`src/rtl/rth_pkg.sv`:
```
// rth_pkg: shared constants for rgb_to_hsv.
// No dependencies.
package rth_pkg;
    localparam int CHANNEL_BITS_DEF = 8;
    // hue sector offsets in sixths
    localparam logic [2:0] SECT_RED   = 3'd0;
    localparam logic [2:0] SECT_GREEN = 3'd2;
    localparam logic [2:0] SECT_BLUE  = 3'd4;
endpackage

```
`src/rtl/rth_stream_if.sv`:
```
// rth_stream_if: valid/ready channel carrying three channel fields.
// No dependencies.
interface rth_stream_if #(parameter int W = 8);
    logic         valid;
    logic         ready;
    logic [W-1:0] f0;
    logic [W-1:0] f1;
    logic [W-1:0] f2;
    modport source (output valid, f0, f1, f2, input ready);
    modport sink   (input valid, f0, f1, f2, output ready);
endinterface

```
`src/rtl/rth_divider.sv`:
```
// rth_divider: pipelined restoring divider, one quotient bit per stage.
// Depends on nothing; sideband travels alongside the quotient.
module rth_divider #(
    parameter int NW = 16,   // numerator width
    parameter int DW = 12,   // divisor width
    parameter int QW = 8,    // quotient bits (quotient known to fit)
    parameter int SW = 8     // sideband width
) (
    input  logic          i_clk,
    input  logic          i_rst_n,
    input  logic          i_en,
    input  logic          i_valid,
    input  logic [NW-1:0] i_num,
    input  logic [DW-1:0] i_den,
    input  logic [SW-1:0] i_side,
    output logic          o_valid,
    output logic [QW-1:0] o_quo,
    output logic [SW-1:0] o_side
);
    localparam int RW = DW + 1;
    // index s holds the state after s quotient bits; remainder below den
    logic [QW:1]         r_v;
    logic [RW-1:0]       r_rem  [1:QW];
    logic [NW-1:0]       r_num  [1:QW];
    logic [DW-1:0]       r_den  [1:QW];
    logic [QW-1:0]       r_quo  [1:QW];
    logic [SW-1:0]       r_side [1:QW];

    // Top NW-QW numerator bits are below den by construction (quotient fits),
    // so they preload the remainder; each stage then brings in one more bit.
    for (genvar s = 0; s < QW; s++) begin : g_st
        logic          c_v;
        logic [NW-1:0] c_num;
        logic [DW-1:0] c_den;
        logic [QW-1:0] c_quo;
        logic [SW-1:0] c_side;
        logic [RW:0]   n_sh;
        logic [RW:0]   n_trial;
        logic [RW-1:0] n_rem;
        if (s == 0) begin : g_first
            assign c_v    = i_valid;
            assign c_num  = i_num;
            assign c_den  = i_den;
            assign c_quo  = '0;
            assign c_side = i_side;
            assign n_sh   = ((RW+1)'(i_num >> QW) << 1) | (RW+1)'(i_num[QW-1]);
        end else begin : g_next
            assign c_v    = r_v[s];
            assign c_num  = r_num[s];
            assign c_den  = r_den[s];
            assign c_quo  = r_quo[s];
            assign c_side = r_side[s];
            assign n_sh   = {r_rem[s], r_num[s][QW-1-s]};
        end
        always_comb begin
            n_trial = n_sh - (RW+1)'(c_den);
            n_rem   = n_trial[RW] ? n_sh[RW-1:0] : n_trial[RW-1:0];
        end
        always_ff @(posedge i_clk) begin
            if (!i_rst_n) begin
                r_v[s+1] <= 1'b0;
            end else if (i_en) begin
                r_v[s+1] <= c_v;
            end
            if (i_en) begin
                r_rem[s+1]  <= n_rem;
                r_num[s+1]  <= c_num;
                r_den[s+1]  <= c_den;
                r_quo[s+1]  <= {c_quo[QW-2:0], ~n_trial[RW]};
                r_side[s+1] <= c_side;
            end
        end
    end

    assign o_valid = r_v[QW];
    assign o_quo   = r_quo[QW];
    assign o_side  = r_side[QW];
endmodule

```
`src/rtl/rth_front.sv`:
```
// rth_front: max/min/sector stage and numerator products.
// Depends on rth_pkg.
module rth_front #(
    parameter int CW = 8
) (
    input  logic            i_clk,
    input  logic            i_rst_n,
    input  logic            i_en,
    input  logic            i_valid,
    input  logic [CW-1:0]   i_red,
    input  logic [CW-1:0]   i_green,
    input  logic [CW-1:0]   i_blue,
    output logic            o_valid,
    output logic [2*CW+2:0] o_hnum,
    output logic [CW+2:0]   o_hden,
    output logic [2*CW-1:0] o_snum,
    output logic [CW-1:0]   o_sden,
    output logic [CW-1:0]   o_val,
    output logic            o_grey
);
    import rth_pkg::*;
    localparam logic [CW-1:0] FS = '1;

    // stage 1 registers
    logic          r_v1;
    logic [CW-1:0] r_mx, r_d, r_hi, r_lo;
    logic [2:0]    r_off;
    logic [CW-1:0] n_mx, n_mn, n_hi, n_lo;
    logic [2:0]    n_off;

    always_comb begin
        n_mx = i_red;
        n_mn = i_red;
        if (i_green > n_mx) n_mx = i_green;
        if (i_blue  > n_mx) n_mx = i_blue;
        if (i_green < n_mn) n_mn = i_green;
        if (i_blue  < n_mn) n_mn = i_blue;
        if (i_red == n_mx) begin
            n_off = SECT_RED;   n_hi = i_green; n_lo = i_blue;
        end else if (i_green == n_mx) begin
            n_off = SECT_GREEN; n_hi = i_blue;  n_lo = i_red;
        end else begin
            n_off = SECT_BLUE;  n_hi = i_red;   n_lo = i_green;
        end
    end

    always_ff @(posedge i_clk) begin
        if (!i_rst_n) r_v1 <= 1'b0;
        else if (i_en) r_v1 <= i_valid;
        if (i_en) begin
            r_mx  <= n_mx;
            r_d   <= n_mx - n_mn;
            r_hi  <= n_hi;
            r_lo  <= n_lo;
            r_off <= n_off;
        end
    end

    // stage 2: position t, then multiply by full scale (FS*x = (x<<CW)-x)
    logic [CW+2:0] n_t, n_od, n_6d;
    always_comb begin
        n_od = (CW+3)'(r_off) * (CW+3)'(r_d);
        n_6d = (CW+3)'(r_d) * (CW+3)'(6);
        if (n_od + (CW+3)'(r_hi) >= (CW+3)'(r_lo))
            n_t = n_od + (CW+3)'(r_hi) - (CW+3)'(r_lo);
        else
            n_t = n_od + n_6d + (CW+3)'(r_hi) - (CW+3)'(r_lo);
    end

    always_ff @(posedge i_clk) begin
        if (!i_rst_n) o_valid <= 1'b0;
        else if (i_en) o_valid <= r_v1;
        if (i_en) begin
            o_hnum <= ((2*CW+3)'(n_t) << CW) - (2*CW+3)'(n_t);
            o_hden <= n_6d;
            o_snum <= ((2*CW)'(r_d) << CW) - (2*CW)'(r_d);
            o_sden <= r_mx;
            o_val  <= CW'(((2*CW)'(r_mx) * (2*CW)'(FS)) >> CW);
            o_grey <= (r_d == '0);
        end
    end
endmodule

```
`src/rtl/rgb_to_hsv_top.sv`:
```
// rgb_to_hsv_top: pipelined 8-bit RGB to HSV conversion.
// Depends on rth_pkg, rth_stream_if, rth_front, rth_divider.
//
//   channel   dir  fields (f0, f1, f2)
//   s_pix     in   red, green, blue
//   m_hsv     out  hue, saturation, brightness
//
// One pixel per clock sustained while the output is taken; the pipe is two front
// stages, one divider stage per quotient bit, and the output register.
// Two restoring dividers (hue, saturation) run side by side in lockstep.
// The whole pipe advances when the output register is free or being taken;
// a stall freezes every stage, so nothing is lost or repeated.
// Reset (synchronous, active low) clears only the valid bits.
// Black pixels use a divisor of 1 for saturation and mask the result to 0;
// grey pixels mask hue to 0.
module rgb_to_hsv_top #(
    parameter int CHANNEL_BITS = rth_pkg::CHANNEL_BITS_DEF
) (
    input  logic        i_clk,
    input  logic        i_rst_n,
    rth_stream_if.sink   s_pix,
    rth_stream_if.source m_hsv
);
    import rth_pkg::*;
    localparam int CW = CHANNEL_BITS;

    logic en;
    logic f_v;
    logic [2*CW+2:0] f_hnum;
    logic [CW+2:0]   f_hden;
    logic [2*CW-1:0] f_snum;
    logic [CW-1:0]   f_sden;
    logic [CW-1:0]   f_val;
    logic            f_grey;

    // pipe moves when output register empty or transferring
    assign en          = !m_hsv.valid || m_hsv.ready;
    assign s_pix.ready = en;

    rth_front #(.CW(CW)) u_front (
        .i_clk, .i_rst_n, .i_en(en),
        .i_valid(s_pix.valid && en),
        .i_red(s_pix.f0), .i_green(s_pix.f1), .i_blue(s_pix.f2),
        .o_valid(f_v), .o_hnum(f_hnum), .o_hden(f_hden),
        .o_snum(f_snum), .o_sden(f_sden), .o_val(f_val), .o_grey(f_grey)
    );

    logic          h_v, s_v;
    logic [CW-1:0] h_q, s_q, h_side, s_side;
    logic [CW:0]   h_sd;
    logic          s_black;

    // hue divisor: 6d, forced to 1 when grey (quotient masked later)
    rth_divider #(.NW(2*CW+3), .DW(CW+3), .QW(CW), .SW(CW+1)) u_hdiv (
        .i_clk, .i_rst_n, .i_en(en), .i_valid(f_v),
        .i_num(f_grey ? '0 : f_hnum),
        .i_den(f_grey ? (CW+3)'(1) : f_hden),
        .i_side({f_grey, f_val}),
        .o_valid(h_v), .o_quo(h_q), .o_side(h_sd)
    );

    rth_divider #(.NW(2*CW), .DW(CW), .QW(CW), .SW(CW+1)) u_sdiv (
        .i_clk, .i_rst_n, .i_en(en), .i_valid(f_v),
        .i_num((f_sden == '0) ? '0 : f_snum),
        .i_den((f_sden == '0) ? CW'(1) : f_sden),
        .i_side({(f_sden == '0), f_val}),
        .o_valid(s_v), .o_quo(s_q), .o_side({s_black, s_side})
    );

    assign h_side = h_sd[CW-1:0];

    logic          r_ov;
    logic [CW-1:0] r_hue, r_sat, r_bri;
    always_ff @(posedge i_clk) begin
        if (!i_rst_n) r_ov <= 1'b0;
        else if (en) r_ov <= h_v && s_v;
        if (en) begin
            r_hue <= h_sd[CW] ? '0 : h_q;
            r_sat <= s_black ? '0 : s_q;
            r_bri <= (h_side == s_side) ? h_side : s_side;
        end
    end

    assign m_hsv.valid = r_ov;
    assign m_hsv.f0    = r_hue;
    assign m_hsv.f1    = r_sat;
    assign m_hsv.f2    = r_bri;
endmodule

```
`src/flat_wrapper.sv`:
```
// flat-port wrapper written by rule: the top's interface ports become plain ports
module rgb_to_hsv_top_flat import rth_pkg::*;
#(
    parameter int CHANNEL_BITS = rth_pkg::CHANNEL_BITS_DEF
)
  (i_clk, i_rst_n, s_pix_valid, s_pix_f0, s_pix_f1, s_pix_f2, s_pix_ready, m_hsv_valid, m_hsv_f0, m_hsv_f1, m_hsv_f2, m_hsv_ready);
  rth_stream_if s_pix_i ();
  rth_stream_if m_hsv_i ();
  input  logic i_clk;
  input  logic i_rst_n;
  input wire logic [$bits(s_pix_i.valid)-1:0] s_pix_valid;
  input wire logic [$bits(s_pix_i.f0)-1:0] s_pix_f0;
  input wire logic [$bits(s_pix_i.f1)-1:0] s_pix_f1;
  input wire logic [$bits(s_pix_i.f2)-1:0] s_pix_f2;
  output wire logic [$bits(s_pix_i.ready)-1:0] s_pix_ready;
  output wire logic [$bits(m_hsv_i.valid)-1:0] m_hsv_valid;
  output wire logic [$bits(m_hsv_i.f0)-1:0] m_hsv_f0;
  output wire logic [$bits(m_hsv_i.f1)-1:0] m_hsv_f1;
  output wire logic [$bits(m_hsv_i.f2)-1:0] m_hsv_f2;
  input wire logic [$bits(m_hsv_i.ready)-1:0] m_hsv_ready;
  assign s_pix_i.valid = s_pix_valid;
  assign s_pix_i.f0 = s_pix_f0;
  assign s_pix_i.f1 = s_pix_f1;
  assign s_pix_i.f2 = s_pix_f2;
  assign s_pix_ready = s_pix_i.ready;
  assign m_hsv_valid = m_hsv_i.valid;
  assign m_hsv_f0 = m_hsv_i.f0;
  assign m_hsv_f1 = m_hsv_i.f1;
  assign m_hsv_f2 = m_hsv_i.f2;
  assign m_hsv_i.ready = m_hsv_ready;
  rgb_to_hsv_top #(.CHANNEL_BITS(CHANNEL_BITS)) u_core (.i_clk(i_clk), .i_rst_n(i_rst_n), .s_pix(s_pix_i), .m_hsv(m_hsv_i));
endmodule
```
`config.mk`:
```
export PLATFORM = sky130hd
export DESIGN_NAME = rgb_to_hsv_top_flat
export DESIGN_NICKNAME = d
export VERILOG_FILES = /design/src/rtl/rth_pkg.sv /design/src/rtl/rth_stream_if.sv /design/src/rtl/rth_divider.sv /design/src/rtl/rth_front.sv /design/src/rtl/rgb_to_hsv_top.sv /design/src/flat_wrapper.sv
export SDC_FILE = /design/constraint.sdc
export NUM_CORES = 1
export LEC_CHECK = 0
export BUFFER_PORTS_ARGS = -buffer_cell sky130_fd_sc_hd__clkbuf_2
export CORE_AREA = 8 8 315 317
export CTS_BUF_LIST = sky130_fd_sc_hd__clkbuf_8 sky130_fd_sc_hd__clkbuf_16
export CTS_CLUSTER_SIZE = 25
export DETAILED_ROUTE_END_ITERATION = 8
export DIE_AREA = 0 0 323 325
export PLACE_DENSITY_LB_ADDON = 0.12
export SLEW_MARGIN = 20
export SYNTH_ARGS = -nofsm -noshare
export SYNTH_HDL_FRONTEND = slang
export SYNTH_HIERARCHICAL = 1
export SYNTH_SLANG_ARGS = --single-unit
```
`constraint.sdc`:
```
create_clock -name i_clk -period 42.4 [get_ports i_clk]
set_input_delay 12.72 -clock i_clk [delete_from_list [all_inputs] [get_ports i_clk]]
set_output_delay 12.72 -clock i_clk [all_outputs]
set_load 0.005 [all_outputs]
```
# --- After elaboration in Yosys (flattened, before gate mapping) ---
# Memory sizes are Yosys's and may differ from the RTL's. A register that Yosys moved wholly into a read port is not among the register bits.
# Index checks and enable logic that the tools add are counted.
word_totals:
  ff_bits: 116
  ram_bits: 872
  out_inout_bits: 26
  wordCells: 124
  mem_count: 10
memory_table:
  columns: ["memory", "words", "width", "read_ports", "rd_ports_with_merged_regs", "write_ports", "line_no", "source"]
  rows:
  - ["u_core.u_hdiv.r_num", 8, 19, 7, 0, 8, "rth_divider.sv:24", "logic [NW-1:0] r_num [1:QW];"]
  - ["u_core.u_sdiv.r_num", 8, 16, 7, 0, 8, "rth_divider.sv:24", null]
  - ["u_core.u_hdiv.r_rem", 8, 12, 7, 0, 8, "rth_divider.sv:23", "logic [RW-1:0] r_rem [1:QW];"]
  - ["u_core.u_hdiv.r_den", 8, 11, 7, 0, 8, "rth_divider.sv:25", "logic [DW-1:0] r_den [1:QW];"]
  - ["u_core.u_hdiv.r_side", 8, 9, 8, 0, 8, "rth_divider.sv:27", "logic [SW-1:0] r_side [1:QW];"]
  - ["u_core.u_sdiv.r_rem", 8, 9, 7, 0, 8, "rth_divider.sv:23", null]
  - ["+4 memories", null, null, null, null, null, null, null]
classes:
  n_addsub: 24
  multipliers: 3
  n_lt_le_gt_ge: 5
  n_eq_ne: 3
  mux: 33
  bitwise_logic: 18
  n_reduce_logical: 5
op_table:
  columns: ["op", "n"]
  rows:
  - ["$mux W12", 8]
  - ["$sub A13 B11 Y13", 7]
  - ["$mux W8", 10]
  - ["$mux W9", 8]
  - ["$sub A10 B8 Y10", 7]
  - ["$eq A8 B8 Y1", 3]
  - ["$add A11 B8 Y11", 2]
  - ["$mux W11", 2]
  - ["$sub A11 B8 Y11", 2]
  - ["$mux W19", 1]
  - ["$sub A19 B11 Y19", 1]
  - ["$gt A8 B8 Y1", 2]
  - ["$logic_not A8 Y1", 2]
  - ["$lt A8 B8 Y1", 2]
  - ["$mul A8 B8 Y16 const B", 1]
  - ["$mux W16", 1]
  - ["$not A1 Y1", 16]
  - ["$sub A16 B8 Y16", 1]
  - ["$sub A12 B11 Y13", 1]
  - ["$or A12 B1 Y12", 1]
  - ["$add A11 B11 Y11", 1]
  - ["$ge A11 B8 Y1", 1]
  - ["$mul A3 B8 Y11", 1]
  - ["$mul A8 B2 Y10 const B", 1]
  - ["8 further kinds", 9]

# --- Longest topological paths before layout ---
# Gate-level depths: netlist (run 1).
depth:
  depth_word: 7
  mapped_depth: 30
  ltp_nobuf: 28

# --- Modules after synthesis ---
# Netlist (run 1), hierarchy kept.
modules_own_cells:
  columns: ["module", "instances", "cells_each", "area_per_inst_um2", "seq_area_each_um2"]
  rows:
  - ["rth_divider (u_core.u_hdiv)", 1, 1036, 14154.8, 9078.7]
  - ["rth_divider (u_core.u_sdiv)", 1, 786, 11826.3, 7817.5]
  - ["rth_front", 1, 973, 9944.5, 2862.7]
  - ["rgb_to_hsv_top", 1, 115, 1318.8, 740.7]

# --- Least setup slack after synthesis (run 1) ---
# Ideal clock, no wire load.
synth_timing:
  kind: "input -> output"
  start: "input port m_hsv_ready"
  end: "output port s_pix_ready"
  arrival_ns: 28.822
  path_slack_ns: 0.858
  stages: 1
  path_buffers: 0
  cell_sequence: "nand2b_1"
synth_between:
  elab_chain_len: 1
synth_rtl:
  columns: ["element", "line_no", "source"]
  rows:
  - ["start: declaration", "flat_wrapper.sv:20", "input wire logic [$bits(m_hsv_i.ready)-1:0] m_hsv_ready;"]
  - ["$logic_or A1 B1 Y1", "rgb_to_hsv_top.sv:37", "assign en = !m_hsv.valid || m_hsv.ready;"]
  - ["end: declaration", "flat_wrapper.sv:15", "output wire logic [$bits(s_pix_i.ready)-1:0] s_pix_ready;"]
# Every way passes these cells.

# --- Final worst setup path (run 1) ---
# Ends and elaborated chain as after synthesis.

==> reports/results.ini, run 1 <==
[clocking]
htree_levels=3
clkLatencyLatePin_ns=0.61
clock-root-buffer=clkbuf_16
cts_tree=done
clk_pin_slew_ns=0.06
cts_resized=0
post_cts_buffers=0
clock_sinks=625
clockBufferDepth=3
ctsHoldBuffers=0
cts_made_buffers=72

[critical_path]
worst_path_max_delay_cell=nand2b_4
r2r_start=u_core/u_front/r_d[2]
critical_path_class=input pin to output pin
reg2reg_slack_ns=35.51
cp-start-kind=input pin
crit_path_max_fanout=27
r2r-end=u_core/u_front/o_hnum[10]
critPathCapture=s_pix_ready
endpoint_kind=output pin
crit_chain=clkbuf_2 > nand2b_4 > clkbuf_2
crit_arrival_ns=13.59
ff2ff_path_depth=23
crit_required_ns=29.68
slowest_delay_ns=0.45
crit_top_cell=clkbuf_2
crit_start=m_hsv_ready

[sta]
worst_slew_pin_slew_ns=1.112
finalSetupViolCount=0
max-slew-margin-rel=0.2587
fin_skew_ns=0.01781
setup_tns_ns=0
finalHoldViolations=0
slew_viol_final=0
grt_setup_unrepaired=no
period_minus_slack_ns=26.31
timing.final.crit_share=0.6204
fmax_ghz=0.03801

[cells_and_area]
final_nets=3302
drive_gt1_frac=0.09782
fin_area_um2=39370
diodes=0
syn2layout_area_growth_pct=11.46
layout_commonest_cell=edfxtp_1
final_cell_mix=edfxtp_1, inv_1, ha_1

[route]
wire_per_inst_um=15.71
drt_iter0_drc=1056
wl_mm=66.78
vias=21030
drc=0
viasPerCell=4.949
ant_nets=0
dr.pass1.iters=5

[yosys]
synth.avg_cell_area_um2=12.41
yosysWarnings=6
syn_area_um2=35320
synth_nets=3215
syn-instance-count=2846

[grt]
antenna_found_initial=0
grt_max_degree=184
grt_pass1_wl_mm=109.1
grt_pass1_vias=21900
grtUsageTotal=0.1251
grt_overflow=0

[job]
maxCapViolCount=0

[die]
core_area_um2=94160
io_pins=54
fp.dieH_um=325
rows=113
fp.dieW_um=323
start_util=0.3751
die_area_um2=105000

[place]
post_dp_cell_area_um2=37050
place.gp.congestion=0.8203
dp_hpwl_mm=49.32
portBuffers=53

[min_path]
min_path_type=flip-flop to flip-flop
min_from=u_core/u_sdiv/r_side[0][33]

[run_status]
outcome=completed

## through the flow
step,setup slack (ns),utilization,hold WS [ns],instances
floorplan,2.376,-,0.4003,2846
global placement,16.01,0.3935,0.4004,4124
detailed placement,16.01,0.3935,0.4045,4124
CTS,16.01,0.4181,0.4147,4250
global route,16.00,0.4181,0.4196,4250
finish,16.09,0.4181,0.4138,4250
## layer usage
layer  up-vias  wire length (um)  GRT usage
met2       317             33730     0.2284
met5         -                 0          0
met3       127              2088    0.01940
met4         0              2071    0.05059
li1      10520                 -          -
met1     10060             28880     0.1448
## critical path, delay by kind of cell
kind	cells	cell delay [ns]
and+or+nand+nor	1	0.45
buffers and inverters	2	0.38
## state kept, by name, summed over array words and instances (netlist names), 16 cells and up
| signal | cells |
|---|---|
| u_core/u_hdiv/r_num | 28 |
| u_core/u_hdiv/r_quo | 36 |
| u_core/u_sdiv/r_rem | 63 |
| u_core/u_sdiv/r_side | 72 |
| u_core/u_sdiv/r_den | 56 |
| u_core/u_sdiv/r_quo | 36 |
| u_core/u_sdiv/r_num | 28 |
| u_core/u_front/o_snum | 16 |
| u_core/u_front/o_hnum | 19 |
| u_core/u_hdiv/r_den | 77 |
| u_core/u_hdiv/r_rem | 84 |
## how the worst min path moves through the flow
stage,cells after the start,slack (ns),to
floorplan,0,0.40,u_core/u_hdiv/r_num[0][114]
global placement,0,0.40,u_core/m_hsv.f2[5]
detailed placement,0,0.40,u_core/u_hdiv/r_quo[2][3]
CTS,0,0.41,u_core/u_sdiv/r_num[0][66]
global route,0,0.42,u_core/u_hdiv/r_quo[3][4]
finish,0,0.41,u_core/u_sdiv/r_side[0][42]
## layout make-up
class | count | area [um2]
fill | 8670 | 54790
sequential | 625 | 18580
multi-input combinational | 1841 | 15260
clock buffer | 76 | 1879
tap | 1265 | 1583
inverter | 322 | 1209
clock inverter | 50 | 439.2
timing repair buffer | 71 | 425.4
Power of run 1 is not shown: default switching activity piles up to over one toggle a cycle in this logic, so the estimate is an artifact.
==> run 2: changes to the inputs <==
==> constraint.sdc (replaced) <==
create_clock -name i_clk -period 22.8 [get_ports i_clk]
set_input_delay 6.84 -clock i_clk [delete_from_list [all_inputs] [get_ports i_clk]]
set_output_delay 6.84 -clock i_clk [all_outputs]
set_load 0.005 [all_outputs]
==> run 2 against run 1 <==
Non-clock buffer count is 2 higher. Clock skew is 0.0059 ns higher. Utilization is 0.11 points higher. First-iteration DRC count is 7.3% higher. Sequential cell count stayed put. Worst hold slack better by 0.0017 ns.
==> reports/results.ini, run 2 (synthesis gave the netlist of run 1 again) <==
[run_status]
outcome=completed  ; unchanged

[sta]
grt_setup_unrepaired=no  ; unchanged
slew_viol_final=0  ; unchanged
setup_tns_ns=0  ; unchanged
worst_slew_pin_slew_ns=1.184  ; was 1.112 ns
fin_hold_ws_ns=0.4155  ; was 0.4138 ns
timing.final.crit_share=0.6311
max-slew-margin-rel=0.2110  ; was 0.2587
period_minus_slack_ns=14.39
fin_skew_ns=0.02375  ; was 0.01781 ns
finalHoldViolations=0  ; unchanged
fmax_ghz=0.06950
finalSetupViolCount=0  ; unchanged

[route]
wire_per_inst_um=16.03  ; was 15.71 um
wl_mm=68.21  ; was 66.78 mm
dr.pass1.iters=7  ; was 5
vias=21020  ; was 21030
viasPerCell=4.940  ; was 4.949
drc=0  ; unchanged
ant_nets=0  ; unchanged
drt_iter0_drc=1133  ; was 1056

[cells_and_area]
final_util=0.4193  ; was 0.4181
final_nets=3305  ; was 3302
diodes=0  ; unchanged
syn2layout_area_growth_pct=11.77  ; was 11.46%
largest_reg_flops=84  ; unchanged
drive_gt1_frac=0.1010  ; was 0.09782
top_regs=u_core/u_hdiv/r_rem x84, u_core/u_hdiv/r_den x77, u_core/u_sdiv/r_side x72  ; unchanged
largest-register=u_core/u_hdiv/r_rem  ; unchanged
nFillCells=8709  ; was 8670
final_cell_mix=edfxtp_1, inv_1, ha_1  ; unchanged
layout_commonest_cell=edfxtp_1  ; unchanged
stdcell_count=4256  ; was 4250

[die]
fp.dieH_um=325  ; unchanged
rows=113  ; unchanged
core_area_um2=94160  ; unchanged
io_pins=54  ; unchanged
fp.dieW_um=323  ; unchanged
die_area_um2=105000  ; unchanged
start_util=0.3751  ; unchanged

[place]
dp_hpwl_mm=50.50  ; was 49.32 mm
portBuffers=53  ; unchanged
place.gp.congestion=0.8552  ; was 0.8203
placedCellCount=4126  ; was 4124

[job]
maxCapViolCount=0  ; unchanged

[critical_path]
crit_top_cell=clkbuf_2  ; unchanged
crit_path_max_fanout=19  ; was 27
path_buf_inv=2  ; unchanged
crit_arrival_ns=7.55  ; was 13.59 ns
cp_top_family=buffers and inverters  ; was simple AND/OR/NAND/NOR gates
endpoint_kind=output pin  ; unchanged
worst_path_max_delay_cell=clkbuf_2  ; was nand2b_4
crit_required_ns=15.96  ; was 29.68 ns
slowest_delay_ns=0.31  ; was 0.45 ns
crit_chain=clkbuf_2 > nand2b_4 > clkbuf_2  ; unchanged
critical_path_class=input pin to output pin  ; unchanged
cp-start-kind=input pin  ; unchanged

[grt]
antenna_found_initial=0  ; unchanged
grt_max_degree=189  ; was 184
grtUsageTotal=0.1291  ; was 0.1251
grt_pass1_wl_mm=112.1  ; was 109.1 mm
grt_pass1_vias=21920  ; was 21900
grt_overflow=0  ; unchanged

[clocking]
cts_tree=done  ; unchanged
clock_sinks=625  ; unchanged
ctsHoldBuffers=0  ; unchanged
clockBufferDepth=3  ; unchanged
clkLatencyLatePin_ns=0.62  ; was 0.61 ns
post_cts_buffers=0  ; unchanged
cts_resized=0  ; unchanged
cts_made_buffers=73  ; was 72
clock-root-buffer=clkbuf_16  ; unchanged
clk_pin_slew_ns=0.05  ; was 0.06 ns
htree_levels=3  ; unchanged

[min_path]
min_path_type=flip-flop to flip-flop  ; unchanged

-- run 2: changes by cell type in the layout (fill, tap and decap cells not counted), sizes merged --
cell,delta
bufinv,+3
inv,+5
clkbuf,+2
clkinv,-4
buf,+2
clkinvlp,-2
-- run 2: worst paths after layout --
kind                        startpoint  cells after the start                    endpoint  slack (ns)
max                        m_hsv_ready                      3                 s_pix_ready        8.41
max reg2reg      u_core/u_front/r_d[2]                     25   u_core/u_front/o_hnum[18]       15.85
min reg2reg  u_core/u_hdiv/r_quo[2][1]                      0  u_core/u_hdiv/r_quo[2][10]        0.42
min          u_core/u_hdiv/r_quo[2][1]                      0  u_core/u_hdiv/r_quo[2][10]        0.42
-- run 2: layer usage --
| layer | vias to the layer above | share of wire | wire (um) | global-route usage |
|---|---|---|---|---|
| met5 | - | 0 | 0 | 0 |
| met3 | 116 | 0.037 | 2556 | 0.02512 |
| met2 | 330 | 0.50 | 34390 | 0.2337 |
| met1 | 10060 | 0.43 | 29420 | 0.1514 |
| met4 | 0 | 0.027 | 1838 | 0.04363 |
| li1 | 10520 | - | - | - |
-- run 2: final cells by class --
cell class | instances | area (um2) | area share
Tap cell | 1265 | 1583 | 0.04009
Inverter | 322 | 1209 | 0.03062
Timing Repair Buffer | 73 | 431.7 | 0.01093
Multi-Input combinational cell | 1841 | 15260 | 0.3865
Clock buffer | 78 | 1907 | 0.04830
Sequential cell | 625 | 18580 | 0.4706
Clock inverter | 52 | 511.7 | 0.01296
-- run 2: through the flow --
stage / instance area (um2) / setup WS, ns
after floorplan: 35330 / 1.516
after global placement: 37060 / 8.326
after detailed placement: 37060 / 8.329
after CTS: 39480 / 8.329
after global routing: 39480 / 8.301
final: 39480 / 8.412
-- run 2: worst register-to-register path, stage by stage (launching register included) --
cell and delay [ns]:
edfxtp_1 0.56, and2_1 0.24, ha_1 0.29, ha_1 0.23
fa_1 0.66, ha_1 0.30, o21ai_0 0.14, nand2_1 0.13
a31oi_1 0.21, xnor2_1 0.12, ha_1 0.41, nand4_1 0.14
nor4_1 0.54, nor4_4 0.13, o21ai_4 0.36, mux2i_2 0.49
inv_1 0.09, ha_1 0.36, inv_1 0.12, nor2_1 0.05
nor2_1 0.32, inv_1 0.18, nor2_1 0.13, mux2_4 0.16
o2111ai_1 0.14, xor2_1 0.18
Power of run 2 is left out for the same reason.
==> run 3: changes to the inputs <==
==> constraint.sdc (replaced) <==
create_clock -name i_clk -period 14.06 [get_ports i_clk]
set_input_delay 4.218 -clock i_clk [delete_from_list [all_inputs] [get_ports i_clk]]
set_output_delay 4.218 -clock i_clk [all_outputs]
set_load 0.005 [all_outputs]
==> run 3 against run 2 <==
Count of clock-buffer cells in the layout shrank 4. Via count up 0.29%. Utilization is 0.065 points lower. Die area stayed put. Sequential share of layout area increased by 0.073 points. Register-to-register slack got worse by 8.8 ns. Design area is 0.16% lower. Clock skew about the same. Critical path type is now input pin to flip-flop. Sequential cell count unchanged. Cell count about the same. Routed wire length up 0.78%.
==> reports/results.ini, run 3 (synthesis gave the netlist of run 1 again) <==
[run_status]
outcome=completed  ; unchanged

[clocking]
clock-root-buffer=clkbuf_16  ; unchanged
cts_made_buffers=74  ; was 73
htree_levels=3  ; unchanged
clkLatencyLatePin_ns=0.61  ; was 0.62 ns
ctsHoldBuffers=0  ; unchanged
cts_tree=done  ; unchanged
cts_resized=0  ; unchanged
clock_sinks=625  ; unchanged
clockBufferDepth=3  ; unchanged
post_cts_buffers=0  ; unchanged
clk_pin_slew_ns=0.06  ; was 0.05 ns

[critical_path]
endpoint_kind=flip-flop  ; was output pin
ff2ff_path_depth=24  ; was 25
critical_path_class=input pin to flip-flop  ; was input pin to output pin
crit_arrival_ns=11.20  ; was 7.55 ns
crit_required_ns=14.40  ; was 15.96 ns
worst_path_max_delay_cell=or2_0  ; was clkbuf_2
r2r_start=u_core/u_front/r_d[2]  ; unchanged
reg2reg_slack_ns=7.06  ; was 15.85 ns
cp-start-kind=input pin  ; unchanged
path_buf_inv=3  ; was 2
crit_path_max_fanout=28  ; was 19
r2r-end=u_core/u_front/o_hnum[18]  ; unchanged
crit_start=s_pix_f0[6]  ; was m_hsv_ready
slowest_delay_ns=0.76  ; was 0.31 ns
cp_top_family=compound AO/OA/AOI/OAI gates  ; was buffers and inverters

[grt]
grt_pass1_wl_mm=112.6  ; was 112.1 mm
grt_overflow=0  ; unchanged
grtUsageTotal=0.1296  ; was 0.1291
grt_pass1_vias=22190  ; was 21920
antenna_found_initial=0  ; unchanged
grt_max_degree=83  ; was 189

[sta]
fin_skew_ns=0.02405  ; was 0.02375 ns
slew_viol_final=0  ; unchanged
max-slew-margin-rel=0.3159  ; was 0.2110
period_minus_slack_ns=10.86
finalHoldViolations=0  ; unchanged
grt_setup_unrepaired=no  ; unchanged
finalSetupViolCount=0  ; unchanged
worst_slew_pin_slew_ns=1.026  ; was 1.184 ns
fmax_ghz=0.09207
timing.final.crit_share=0.7725
setup_tns_ns=0  ; unchanged

[cells_and_area]
largest-register=u_core/u_hdiv/r_rem  ; unchanged
top_regs=u_core/u_hdiv/r_rem x84, u_core/u_hdiv/r_den x77, u_core/u_sdiv/r_side x72  ; unchanged
syn2layout_area_growth_pct=11.59  ; was 11.77%
nFillCells=8794  ; was 8709
fin_area_um2=39420  ; was 39480 um2
layout_commonest_cell=edfxtp_1  ; unchanged
final_cell_mix=edfxtp_1, inv_1, ha_1  ; unchanged
largest_reg_flops=84  ; unchanged
diodes=0  ; unchanged
drive_gt1_frac=0.1006  ; was 0.1010
final_nets=3306  ; was 3305

[place]
place.gp.congestion=0.8327  ; was 0.8552
dp_hpwl_mm=50.93  ; was 50.50 mm
post_dp_cell_area_um2=37040  ; was 37060 um2
portBuffers=53  ; unchanged

[min_path]
min_from=u_core/u_hdiv/r_quo[2][11]  ; was u_core/u_hdiv/r_quo[2][1]
worstHoldEndpoint=u_core/u_hdiv/r_quo[3][4]  ; was u_core/u_hdiv/r_quo[2][10]
min_path_type=flip-flop to flip-flop  ; unchanged
hold_depth=0  ; unchanged

[route]
viasPerCell=4.953  ; was 4.940
ant_nets=0  ; unchanged
vias=21080  ; was 21020
drt_iter0_drc=926  ; was 1133
dr.pass1.iters=5  ; was 7
drc=0  ; unchanged
wire_per_inst_um=16.15  ; was 16.03 um
wl_mm=68.74  ; was 68.21 mm

[die]
io_pins=54  ; unchanged
rows=113  ; unchanged
core_area_um2=94160  ; unchanged
start_util=0.3751  ; unchanged
fp.dieW_um=323  ; unchanged
fp.dieH_um=325  ; unchanged
die_area_um2=105000  ; unchanged

[job]
maxCapViolCount=0  ; unchanged

run 3: worst max-delay path by stage:
stage,depth (start not counted),endpoint
after floorplan,1,s_pix_ready
after global placement,27,u_core/u_front/r_d[7]
after detailed placement,26,u_core/u_front/r_d[7]
after CTS,26,u_core/u_front/r_d[7]
after global routing,27,u_core/u_front/r_d[7]
final,26,u_core/u_front/r_d[7]
run 3: layout make-up:
| class | count | area (um2) | area share |
|---|---|---|---|
| repair buffers | 73 | 415.4 | 0.01054 |
| well taps | 1265 | 1583 | 0.04015 |
| flip-flops and latches | 625 | 18580 | 0.4713 |
| clock inverters | 57 | 514.2 | 0.01305 |
| inverters | 322 | 1209 | 0.03066 |
| multi-input cells | 1841 | 15270 | 0.3873 |
| clock buffers | 74 | 1852 | 0.04698 |
run 3: metrics by stage:
step	hold slack (ns)	std cells	setup WS, ns	utilization
after global placement	0.4005	4126	2.253	0.3934
after CTS	0.4031	4257	2.808	0.4185
after floorplan	0.4003	2846	1.451	-
final	0.4056	4257	3.198	0.4186
after global routing	0.4139	4257	2.548	0.4186
after detailed placement	0.4045	4126	2.193	0.3934
run 3: metal layers:
metal | global-route usage | wire length, um | vias to the layer above
met2 | 0.2316 | 34150 | 282
met1 | 0.1535 | 30120 | 10150
met4 | 0.05214 | 2267 | 0
li1 | - | - | 10530
met5 | 0 | 0 | -
met3 | 0.02151 | 2201 | 114
run 3: worst register-to-register path: cells and delay by family (launching register included):
kind | cells | cell delay, ns
buf+inv | 1 | 0.18
simple gates | 5 | 0.94
xor+xnor | 2 | 0.39
compound gates | 9 | 2.31
fa+ha+maj | 5 | 1.75
mux | 2 | 0.61
flops | 1 | 0.56
Power of run 3 is left out for the same reason.
